[config.mk]
export PLATFORM = sky130hd
export DESIGN_NAME = modular_inverse_unit_core
export DESIGN_NICKNAME = d
export VERILOG_FILES = /design/src/mui_pkg.sv /design/src/mui_sequencer.sv /design/src/mui_datapath.sv /design/src/modular_inverse_unit_core.sv
export VERILOG_INCLUDE_DIRS = /design/src /design/src/src
export SDC_FILE = /design/constraint.sdc
export NUM_CORES = 1
export LEC_CHECK = 0
export ABC_AREA = 1
export BUFFER_PORTS_ARGS = -buffer_cell sky130_fd_sc_hd__buf_2
export CORE_UTILIZATION = 38
export CTS_CLUSTER_SIZE = 24
export DETAILED_ROUTE_END_ITERATION = 10
export PLACE_DENSITY_LB_ADDON = 0.12
export SYNTH_ARGS = -nofsm -noshare
export SYNTH_HDL_FRONTEND = slang
export SYNTH_SLANG_ARGS = --single-unit
[constraint.sdc]
create_clock -name clk -period 8.2 [get_ports clk]
set_clock_uncertainty 0.1 [all_clocks]
set_input_delay 0.41 -clock clk [delete_from_list [all_inputs] [get_ports clk]]
set_output_delay 0.41 -clock clk [all_outputs]
set_load 0.05 [all_outputs]
[src/assert_macros.svh]
// Assertion macros shared by the RTL.
// No dependencies; included by files that carry concurrent assertions.
`ifndef ASSERT_MACROS_SVH
`define ASSERT_MACROS_SVH

// Same-cycle implication, disabled during reset.
`define ASSERT_IMPL(label, clk, rst_n, ante, cons, msg) \
    label: assert property (@(posedge clk) disable iff (!rst_n) (ante) |-> (cons)) \
        else $error(msg);

// Next-cycle implication, disabled during reset.
`define ASSERT_NEXT(label, clk, rst_n, ante, cons, msg) \
    label: assert property (@(posedge clk) disable iff (!rst_n) (ante) |=> (cons)) \
        else $error(msg);

`endif

[src/mui_pkg.sv]
// Package for the modular inverse unit: microcode types, status struct and ROM.
// No dependencies; used by mui_sequencer, mui_datapath and the top level.
package mui_pkg;

    localparam int WORD_WIDTH_DEFAULT = 32;
    localparam int FIELD_W = 32;
    localparam logic [FIELD_W-1:0] MODULUS_RESET = 32'hFFFF_FFFB;

    localparam int UPC_W = 4;

    typedef enum logic [3:0] {
        OP_NOP,
        OP_LOAD,
        OP_SETUP,
        OP_ALIGN,
        OP_SUB,
        OP_SWAP,
        OP_FIX,
        OP_RES_OK,
        OP_RES_FAIL
    } op_t;

    typedef enum logic [3:0] {
        COND_NONE,
        COND_ALWAYS,
        COND_NO_INPUT,
        COND_M_ZERO,
        COND_CAN_SHIFT,
        COND_K_NZ,
        COND_R1_NZ,
        COND_R0_NE1,
        COND_OUT_FREE
    } cond_t;

    typedef struct packed {
        logic                accept;
        op_t                 op;
        cond_t               cond;
        logic [UPC_W-1:0]    target;
    } ctrl_word_t;

    // Datapath status seen by the sequencer.
    typedef struct packed {
        logic m_zero;
        logic can_shift;
        logic k_nz;
        logic r1_nz;
        logic r0_ne1;
        logic out_busy;
    } stat_t;

    // Program addresses
    localparam logic [UPC_W-1:0] UPC_IDLE   = 4'd0;
    localparam logic [UPC_W-1:0] UPC_CHKM   = 4'd1;
    localparam logic [UPC_W-1:0] UPC_SETUP  = 4'd2;
    localparam logic [UPC_W-1:0] UPC_ALIGN  = 4'd3;
    localparam logic [UPC_W-1:0] UPC_SUB    = 4'd4;
    localparam logic [UPC_W-1:0] UPC_SWAP   = 4'd5;
    localparam logic [UPC_W-1:0] UPC_LOOP   = 4'd6;
    localparam logic [UPC_W-1:0] UPC_GCD    = 4'd7;
    localparam logic [UPC_W-1:0] UPC_FIX    = 4'd8;
    localparam logic [UPC_W-1:0] UPC_OK     = 4'd9;
    localparam logic [UPC_W-1:0] UPC_FAIL   = 4'd10;

    // Microcode ROM. The first pass through SETUP..SWAP reduces the operand
    // modulo the modulus; later passes are Euclid steps.
    function automatic ctrl_word_t ucode(input logic [UPC_W-1:0] addr);
        ctrl_word_t w;
        w = '{accept: 1'b0, op: OP_NOP, cond: COND_ALWAYS, target: UPC_IDLE};
        case (addr)
            UPC_IDLE:  w = '{1'b1, OP_LOAD,     COND_NO_INPUT,  UPC_IDLE};
            UPC_CHKM:  w = '{1'b0, OP_NOP,      COND_M_ZERO,    UPC_FAIL};
            UPC_SETUP: w = '{1'b0, OP_SETUP,    COND_NONE,      UPC_IDLE};
            UPC_ALIGN: w = '{1'b0, OP_ALIGN,    COND_CAN_SHIFT, UPC_ALIGN};
            UPC_SUB:   w = '{1'b0, OP_SUB,      COND_K_NZ,      UPC_SUB};
            UPC_SWAP:  w = '{1'b0, OP_SWAP,     COND_NONE,      UPC_IDLE};
            UPC_LOOP:  w = '{1'b0, OP_NOP,      COND_R1_NZ,     UPC_SETUP};
            UPC_GCD:   w = '{1'b0, OP_NOP,      COND_R0_NE1,    UPC_FAIL};
            UPC_FIX:   w = '{1'b0, OP_FIX,      COND_NONE,      UPC_IDLE};
            UPC_OK:    w = '{1'b0, OP_RES_OK,   COND_OUT_FREE,  UPC_IDLE};
            UPC_FAIL:  w = '{1'b0, OP_RES_FAIL, COND_OUT_FREE,  UPC_IDLE};
            default:   w = '{1'b0, OP_NOP,      COND_ALWAYS,    UPC_IDLE};
        endcase
        return w;
    endfunction

endpackage

[src/mui_sequencer.sv]
// Microcode sequencer: step counter, control ROM lookup and conditional jumps.
// Depends on mui_pkg.
module mui_sequencer
(
    input  logic                clk,
    input  logic                rst_n,
    input  logic                in_valid,
    input  mui_pkg::stat_t      stat,
    output mui_pkg::ctrl_word_t ctrl
);

    logic [mui_pkg::UPC_W-1:0] upc_reg;
    logic [mui_pkg::UPC_W-1:0] upc_next;

    assign ctrl = mui_pkg::ucode(upc_reg);

    always_comb
    begin
        upc_next = upc_reg + mui_pkg::UPC_W'(1);
        case (ctrl.cond)
            mui_pkg::COND_NONE:      upc_next = upc_reg + mui_pkg::UPC_W'(1);
            mui_pkg::COND_ALWAYS:    upc_next = ctrl.target;
            mui_pkg::COND_NO_INPUT:  if (!in_valid) upc_next = ctrl.target;
            mui_pkg::COND_M_ZERO:    if (stat.m_zero) upc_next = ctrl.target;
            mui_pkg::COND_CAN_SHIFT: if (stat.can_shift) upc_next = ctrl.target;
            mui_pkg::COND_K_NZ:      if (stat.k_nz) upc_next = ctrl.target;
            mui_pkg::COND_R1_NZ:     if (stat.r1_nz) upc_next = ctrl.target;
            mui_pkg::COND_R0_NE1:    if (stat.r0_ne1) upc_next = ctrl.target;
            // hold until the output register can take the word
            mui_pkg::COND_OUT_FREE:  upc_next = stat.out_busy ? upc_reg : ctrl.target;
            default:                 upc_next = mui_pkg::UPC_IDLE;
        endcase
    end

    always_ff @(posedge clk or negedge rst_n)
    begin
        if (!rst_n)
        begin
            upc_reg <= mui_pkg::UPC_IDLE;
        end
        else
        begin
            upc_reg <= upc_next;
        end
    end

endmodule

[src/mui_datapath.sv]
// Datapath: remainder/coefficient registers, shift-subtract divider, output register.
// Depends on mui_pkg; driven by the op field of the microcode word.
module mui_datapath #(
    parameter int WORD_WIDTH = mui_pkg::WORD_WIDTH_DEFAULT
)
(
    input  logic                        clk,
    input  logic                        rst_n,
    input  mui_pkg::op_t                op,
    input  logic                        in_valid,
    input  logic [mui_pkg::FIELD_W-1:0] operand,
    input  logic [mui_pkg::FIELD_W-1:0] modulus,
    input  logic                        out_ready,
    output logic [mui_pkg::FIELD_W-1:0] inverse,
    output logic                        no_inverse,
    output logic                        out_valid,
    output mui_pkg::stat_t              stat
);

    localparam int KW = $clog2(WORD_WIDTH);

    logic [WORD_WIDTH-1:0] a_w;
    logic [WORD_WIDTH-1:0] m_w;

    logic [WORD_WIDTH-1:0] r0_reg, r0_next;
    logic [WORD_WIDTH-1:0] r1_reg, r1_next;
    logic [WORD_WIDTH-1:0] u0_reg, u0_next;
    logic [WORD_WIDTH-1:0] u1_reg, u1_next;
    logic [WORD_WIDTH-1:0] d_reg, d_next;
    logic [WORD_WIDTH-1:0] ud_reg, ud_next;
    logic [KW-1:0]         k_reg, k_next;
    logic                  neg_reg, neg_next;

    logic [mui_pkg::FIELD_W-1:0] inv_reg, inv_next;
    logic                        noinv_reg, noinv_next;
    logic                        outv_reg, outv_next;

    logic                  can_shift;
    logic                  sub_ok;
    logic                  out_busy;
    logic [WORD_WIDTH-1:0] res_w;

    assign a_w = WORD_WIDTH'(operand);
    assign m_w = WORD_WIDTH'(modulus);

    // divisor may double only while it still fits under the remainder
    assign can_shift = !d_reg[WORD_WIDTH-1] && ({d_reg[WORD_WIDTH-2:0], 1'b0} <= r0_reg);
    assign sub_ok    = d_reg <= r0_reg;
    assign out_busy  = outv_reg && !out_ready;
    assign res_w     = (neg_reg && (u0_reg != '0)) ? (m_w - u0_reg) : u0_reg;

    assign stat.m_zero    = m_w == '0;
    assign stat.can_shift = can_shift;
    assign stat.k_nz      = k_reg != '0;
    assign stat.r1_nz     = r1_reg != '0;
    assign stat.r0_ne1    = r0_reg != WORD_WIDTH'(1);
    assign stat.out_busy  = out_busy;

    assign inverse    = inv_reg;
    assign no_inverse = noinv_reg;
    assign out_valid  = outv_reg;

    always_comb
    begin
        r0_next    = r0_reg;
        r1_next    = r1_reg;
        u0_next    = u0_reg;
        u1_next    = u1_reg;
        d_next     = d_reg;
        ud_next    = ud_reg;
        k_next     = k_reg;
        neg_next   = neg_reg;
        inv_next   = inv_reg;
        noinv_next = noinv_reg;
        outv_next  = outv_reg && !out_ready;
        case (op)
            mui_pkg::OP_NOP:
            begin
            end
            mui_pkg::OP_LOAD:
            begin
                if (in_valid)
                begin
                    // first pass computes operand mod modulus in r0
                    r0_next  = a_w;
                    r1_next  = m_w;
                    u0_next  = WORD_WIDTH'(1);
                    u1_next  = '0;
                    neg_next = 1'b0;
                end
            end
            mui_pkg::OP_SETUP:
            begin
                d_next  = r1_reg;
                ud_next = u1_reg;
                k_next  = '0;
            end
            mui_pkg::OP_ALIGN:
            begin
                if (can_shift)
                begin
                    d_next  = {d_reg[WORD_WIDTH-2:0], 1'b0};
                    ud_next = {ud_reg[WORD_WIDTH-2:0], 1'b0};
                    k_next  = k_reg + KW'(1);
                end
            end
            mui_pkg::OP_SUB:
            begin
                // one quotient bit; coefficient accumulates q*u1 on top of u0
                if (sub_ok)
                begin
                    r0_next = r0_reg - d_reg;
                    u0_next = u0_reg + ud_reg;
                end
                d_next  = d_reg >> 1;
                ud_next = ud_reg >> 1;
                k_next  = k_reg - KW'(1);
            end
            mui_pkg::OP_SWAP:
            begin
                r0_next  = r1_reg;
                r1_next  = r0_reg;
                u0_next  = u1_reg;
                u1_next  = u0_reg;
                neg_next = !neg_reg;
            end
            mui_pkg::OP_FIX:
            begin
                if (u0_reg >= m_w)
                begin
                    u0_next = u0_reg - m_w;
                end
            end
            mui_pkg::OP_RES_OK:
            begin
                if (!out_busy)
                begin
                    inv_next   = mui_pkg::FIELD_W'(res_w);
                    noinv_next = 1'b0;
                    outv_next  = 1'b1;
                end
            end
            mui_pkg::OP_RES_FAIL:
            begin
                if (!out_busy)
                begin
                    inv_next   = '0;
                    noinv_next = 1'b1;
                    outv_next  = 1'b1;
                end
            end
            default:
            begin
            end
        endcase
    end

    always_ff @(posedge clk)
    begin
        r0_reg    <= r0_next;
        r1_reg    <= r1_next;
        u0_reg    <= u0_next;
        u1_reg    <= u1_next;
        d_reg     <= d_next;
        ud_reg    <= ud_next;
        k_reg     <= k_next;
        neg_reg   <= neg_next;
        inv_reg   <= inv_next;
        noinv_reg <= noinv_next;
    end

    always_ff @(posedge clk or negedge rst_n)
    begin
        if (!rst_n)
        begin
            outv_reg <= 1'b0;
        end
        else
        begin
            outv_reg <= outv_next;
        end
    end

endmodule

[src/modular_inverse_unit_core.sv]
// Modular inverse unit, top level: modulus register, sequencer and datapath.
// Depends on mui_pkg, mui_sequencer, mui_datapath and assert_macros.svh.
//
// Input channel (in_valid/in_ready, operand) takes one word; the output
// channel (out_valid/out_ready, inverse, no_inverse) returns one word for it.
// The modulus is written through modulus_wr_en/modulus_wr_data; the user must
// write it only while idle, as the block itself does not enforce this.
// inverse is operand^-1 mod modulus; when gcd(operand, modulus) != 1,
// no_inverse is set and inverse is zero.
// Each Euclid step is one pass of the one-bit-per-cycle shift/subtract divider,
// and the initial reduction is one such pass, with the modulus check before
// and the closing steps after. One item is in work at a time, and in_ready is
// high only at the program's idle step.
// Reset clears the step counter and the output valid, and sets the modulus
// to 0xFFFFFFFB. A finished word waits in the output register; the next
// input word is accepted meanwhile, and its result waits at the final step
// until the receiver takes the earlier one.
`include "assert_macros.svh"

module modular_inverse_unit_core #(
    parameter int WORD_WIDTH = mui_pkg::WORD_WIDTH_DEFAULT
)
(
    input  logic                        clk,
    input  logic                        rst_n,
    input  logic                        in_valid,
    output logic                        in_ready,
    input  logic [mui_pkg::FIELD_W-1:0] operand,
    output logic                        out_valid,
    input  logic                        out_ready,
    output logic [mui_pkg::FIELD_W-1:0] inverse,
    output logic                        no_inverse,
    input  logic                        modulus_wr_en,
    input  logic [mui_pkg::FIELD_W-1:0] modulus_wr_data
);

    logic [mui_pkg::FIELD_W-1:0] modulus_reg;
    logic [mui_pkg::FIELD_W-1:0] modulus_next;
    mui_pkg::ctrl_word_t         ctrl;
    mui_pkg::stat_t              stat;

    assign modulus_next = modulus_wr_en ? modulus_wr_data : modulus_reg;
    assign in_ready     = ctrl.accept;

    always_ff @(posedge clk or negedge rst_n)
    begin
        if (!rst_n)
        begin
            modulus_reg <= mui_pkg::MODULUS_RESET;
        end
        else
        begin
            modulus_reg <= modulus_next;
        end
    end

    mui_sequencer u_seq
    (
        .clk      (clk),
        .rst_n    (rst_n),
        .in_valid (in_valid),
        .stat     (stat),
        .ctrl     (ctrl)
    );

    mui_datapath #(
        .WORD_WIDTH (WORD_WIDTH)
    ) u_dp
    (
        .clk        (clk),
        .rst_n      (rst_n),
        .op         (ctrl.op),
        .in_valid   (in_valid),
        .operand    (operand),
        .modulus    (modulus_reg),
        .out_ready  (out_ready),
        .inverse    (inverse),
        .no_inverse (no_inverse),
        .out_valid  (out_valid),
        .stat       (stat)
    );

    // an accepted word leaves the program busy in the cycle after it is taken
    `ASSERT_NEXT(a_accept_busy, clk, rst_n, in_valid && in_ready, !in_ready,
        "input taken twice in a row")
    // no inverse always reads as zero
    `ASSERT_IMPL(a_fail_zero, clk, rst_n, out_valid && no_inverse, inverse == '0,
        "no_inverse with nonzero inverse")
    // a new result is written only from a result step, never from idle
    `ASSERT_IMPL(a_result_src, clk, rst_n, $rose(out_valid), $past(!in_ready),
        "result written from idle step")

endmodule

# After elaboration in Yosys (flattened, before gate mapping)
# Memory sizes are Yosys's and may differ from the RTL's.
# Cells that the tools add are included.
# op_classes
n_lt_le_gt_ge,3
eq_ne,24
multipliers,0
shift,0
n_bitwise,0
n_addsub,7
n_div,0
reduce_logical,22
mux,35
# ops
operator,count
32-bit two-way mux,12
32-bit case mux with 3 select lines,3
32-bit case mux with 2 select lines,3
32-bit case mux with 4 select lines,1
32-bit subtractor,3
32-bit <= comparator,2
32-bit nonzero test,2
4-bit case mux with 9 select lines,1
32-bit adder,1
4-bit by 3-bit == test with 1-bit output (second input constant),8
32-bit greater-or-equal comparator,1
32-bit zero test,1
32-bit by 1-bit inequality test with 1-bit output (second input constant),1
4-bit two-way mux,7
4-bit by 2-bit == test with 1-bit output (second input constant),4
5-bit case mux with 3 select lines,1
4-bit by 1-bit == test with 1-bit output (second input constant),2
4-bit == test (second input constant),2
2-bit inequality test (second input constant),4
2-bit by 1-bit inequality test with 1-bit output (second input constant),3
3-bit AND reduction,2
3-bit nonzero test,2
5-bit by 1-bit adder with 5-bit output (second input constant),1
5-bit two-way mux,1
13 further kinds,23
# totals
ram_bits,0
regBits,268
elab_cells,105
input_bits,69
mem_bits_ro,208
out_inout_bits,35
latchBits,0
n_memories,1
# mem_list
memory,words,width,rd,rd_ports_with_merged_regs,write_ports,line,rtl
(name not given),16,13,1,0,0,mui_pkg.sv:70,case (addr)

# Depth between registers and ports, before layout
# depth
depth_word,5
depth_mapped,18

# Hierarchy
# From an unflattened synthesis, not the netlist that was laid out.
# unflattened
cells_unflattened,3130
hier_area_um2,22435.3
# by_module_without_submodules
mod,n_inst,cells_each,area_each_um2
mui_datapath,1,2788,19811.5
modular_inverse_unit_core,1,136,1331.3
mui_sequencer,1,206,1292.5

# Least setup slack after synthesis
# No wires, ideal clock.
# synth_timing
kind,register to register
start,register u_seq.upc_reg[2] in the netlist's numbering
end,"register u_dp.neg_reg, enable pin"
arrival_ns,6.011
required_time_ns,7.522
path_slack_ns,1.511
path_stages_with_launch,10
n_path_buf,0
synth_period_minus_slack_ns,6.689
path_cell_list,dfrtp_1 > inv_2 > ha_1 > nand2_1 > nand2_1 > nor2_1 > inv_1 > nor3_1 > inv_1 > o21ai_0
# synth_between
elab_chain_len,4
word_cells_on_any_way,6
# synth_rtl
item,line,rtl
"start, declared",mui_sequencer.sv:12,logic [mui_pkg::UPC_W-1:0] upc_reg;
"start signal, assigned",mui_sequencer.sv:39,upc_reg <= mui_pkg::UPC_IDLE;
"start signal, assigned",mui_sequencer.sv:43,upc_reg <= upc_next;
memory read 16 x 13 bit *,-,
4-bit by 1-bit == test with 1-bit output / 4-bit by 3-bit == test with 1-bit output (equally long branches),mui_datapath.sv:76,case (op)
2-bit inequality test (no source line) / 2-bit nonzero test (equally long branches),-,
2-bit AND reduction (no source line) *,-,
"end signal, assigned",mui_datapath.sv:167,neg_reg <= neg_next;
"end, declared",mui_datapath.sv:32,"logic neg_reg, neg_next;"
# Every way passes the cells marked *; elsewhere a longest branch is shown, timed or not.
# A chain may end at the register's enable or synchronous reset.

# Worst setup path after layout
# layout_timing
start,register u_seq.upc_reg[2] in the netlist's numbering
end,"register u_dp.r0_reg[29], enable pin"
# layout_between
elab_chain_len,4
word_cells_on_any_way,8
# layout_rtl
item,line,rtl
memory read 16 x 13 bit *,-,
4-bit by 3-bit == test with 1-bit output / 4-bit by 1-bit == test with 1-bit output (equally long branches),mui_datapath.sv:76,
"2-bit by 1-bit inequality test with 1-bit output (no source line), or another cell as far along",-,
3-bit AND reduction (no source line) *,-,
"end signal, assigned",mui_datapath.sv:160,r0_reg <= r0_next;
"end, declared",mui_datapath.sv:25,"logic [WORD_WIDTH-1:0] r0_reg, r0_next;"
# Marked as above.

==> impl_results.md <==
- Initial Utilization: approximately two fifths
- Row count: 86
- H-tree depth: 2
- Setup WS post-layout: 3380 ps
- Layout Cells excl Fill: about 3600
- Final period utilization: approximately 60%
- Die height: 238 um
- CP max stage cell: nor2_4
- Crit Path Class: reg2reg
- Number of flops mapped to enable cells by yosys: ~230
- Mean post-synth cell area: 7.70 um^2
- Final min period: around 4800 ps
- Worst rel slew slack: 26.5%
- Total wire length: slightly below 80000 um
- DR vias/cell: 5.43
- Post-route setup TNS: 0 ps
- Antenna violations before repair: 0
- Hold WC Path Type: in2reg
- Worst EP arrival: 4870 ps
- Crit end category: register
- Syn Nets: 2998
- Most frequent cells after synthesis: 642 x nand2_1, 376 x inv_1, 245 x nor2_1
- Pre-CTS setup slack: 3340 ps
- RSZ-0062 raised after global routing: no
- Crit path largest cell delay: between 800 and 900 ps
- Cell area after synthesis: 0.0212 mm^2
- P&R area growth vs syn: 12.1%
- Nets: 3110
- Reg clk slew, reported paths: 60 ps
- Final GP Congestion: ~1.0
- First-pass GRT wire length: 119000 um
- Drt drc: 0
- Crit start category: register
- Fillers: 5712
- Drt wl/cell: roughly 22 um
- Die width: 238 um
- Num CTS Buffers: 35
- Total placed cells including tap cells: 3545
- Max Cap Violations: 0
- Fmax: slightly above 200 MHz
- HPWL Detailed: 62700 um
- Pin count of the biggest net entering global routing: 79
- Vias in the first global route: 19764
- GR Overflow Total: 0
- CORE AREA: 0.0551 mm^2
- CTS tree: yes
- Most common cell in the synthesized netlist: nand2_1
- Initial DRT Pass Iterations: 6
- Part of the Yosys area used for sequential elements: between 30 and 40%
- Synth top area share: 32.7%
- Synth Warn #: 0
- Port Buffer Count: 103
- Dominant synthesized flop cell: edfxtp_1
- Crit-path cells: inv_2 -> ha_1 -> nand2_1 -> nand2_1 -> nand2_2 -> inv_2 -> nand2_2 -> nor2_8 -> inv_4 -> buf_4 -> nor2_1 -> nor2_4
- Layout cells sized above 1: 9.37%
- Area contributors post-synth: edfxtp_1 33%, nand2_1 11%, ha_1 10%
- Post-synth top area cell: edfxtp_1
- Routed vias: 19777
- Worst skew pair latency: between 500 and 600 ps
- FFs w/ async S/R, synth: 13.8%
- Peak fanout along the critical path: between 50 and 60
- Total GRT Usage: 27.8%
- Clk root buf: clkbuf_16
- Area of the die: 0.0567 mm^2
- Postcts setup bufs: 0
- Status: complete, no violations
- Routed Antenna Nets: 0
- Maximum clock path buffer count: 3
- Io pins: 104
- DRT iter0 DRCs: 1588
- Distinct cell type count after synthesis: 54
- CP required: 8250 ps
- Final Setup Violations: 0
- Slew @ Worst Pin: 1100 ps
- Post-synthesis cell count: between 2000 and 3000
- Post-synthesis register bit count: 268
- Final Hold Viols: 0
- Clock Sinks: 268
- Slew Viols, Final: 0
## layout make-up
class                           count  area, um^2  area share [%]
Sequential cell                   268        7900            33.2
Tap cell                          748         936            3.94
Clock inverter                     19         118           0.495
Timing Repair Buffer              149         941            3.96
Antenna cell                        1        2.50          0.0105
Clock buffer                       43         926            3.90
Multi-Input combinational cell   2027       11500            48.3
Inverter                          385        1450            6.11
## placed cells by master (no fill, tap or decap), drive strengths merged, types with 12 or more instances in the layout
cell         instances
xnor2               12
dfstp               31
nor3                31
nand3              138
clkbuf              43
clkinv              18
a21o                21
a21oi              237
edfxtp             231
or2                 18
o211ai              26
nand2              647
o21ai              248
dlygate4sd3         32
nand4               43
ha                 170
xor2                29
inv                385
a21boi              15
o221ai              67
o21bai              20
nor2               246
buf                117
## critical path, delay by kind of cell (launching register included)
family        cells  cell delay (ps)
fa+ha+maj         1              210
buf+inv           4             1360
flops             1              490
simple gates      7             2140
## worst paths after layout
path                                              startpoint                      endpoint  slack, ps  cells past startpoint
worst max register to register  u_seq.upc_reg[2]$_DFFE_PN0P_     u_dp.r0_reg[29]$_DFFE_PP_       3380                     12
max in group asynchronous                              rst_n  u_seq.upc_reg[0]$_DFFE_PN0P_       6820                      2
worst min register to register     u_dp.r1_reg[18]$_DFFE_PP_      u_dp.d_reg[18]$_DFFE_PP_        460                      2
worst min-delay path                      modulus_wr_data[8]    modulus_reg[8]$_DFFE_PN1P_         30                      3
min in group asynchronous                              rst_n    modulus_reg[2]$_DFFE_PN0P_        480                      2
worst max-delay path            u_seq.upc_reg[2]$_DFFE_PN0P_     u_dp.r0_reg[29]$_DFFE_PP_       3380                     12
## what timing repair did
action	CTS	global route
hold endpoints to repair	37	0
hold buffers	32	0
gates resized for setup	0	0
## cell families (layout without fill, tap and decap cells)
family | after synthesis | count (layout) | synth area share (%)
other | 0 | 1 | 0
AO/OA/AOI/OAI | 663 | 663 | 19.1
XOR/XNOR | 41 | 41 | 1.69
AND/OR/NAND/NOR | 1148 | 1148 | 22.7
adder cells (fa/ha/maj) | 175 | 175 | 10.5
buffers and inverters | 459 | 596 | 8.76
flip-flops | 268 | 268 | 37.3
## through the flow
| stage | util [%] | hold WS (ps) | area [um^2] |
|---|---|---|---|
| global route | 43.1 | 30.4 | 23800 |
| finish | 43.1 | 29.6 | 23800 |
| CTS | 43.1 | 9.30 | 23800 |
| global placement | 40.7 | 441 | 22400 |
| detailed placement | 40.7 | 442 | 22400 |
| floorplan | - | 14.4 | 21200 |
## per-layer routing
layer  track usage, %  vias up  share of wire [%]
li1                 -     9634                  -
met1             37.6     9405                 45
met2             45.7      619                 46
met3             3.75      119                5.5
met4             9.03        0                3.2
met5                0        -                  0
Power is left out: the tool's default activity adds up to more than one toggle a clock period on the data nets, which glitch-free logic cannot reach.
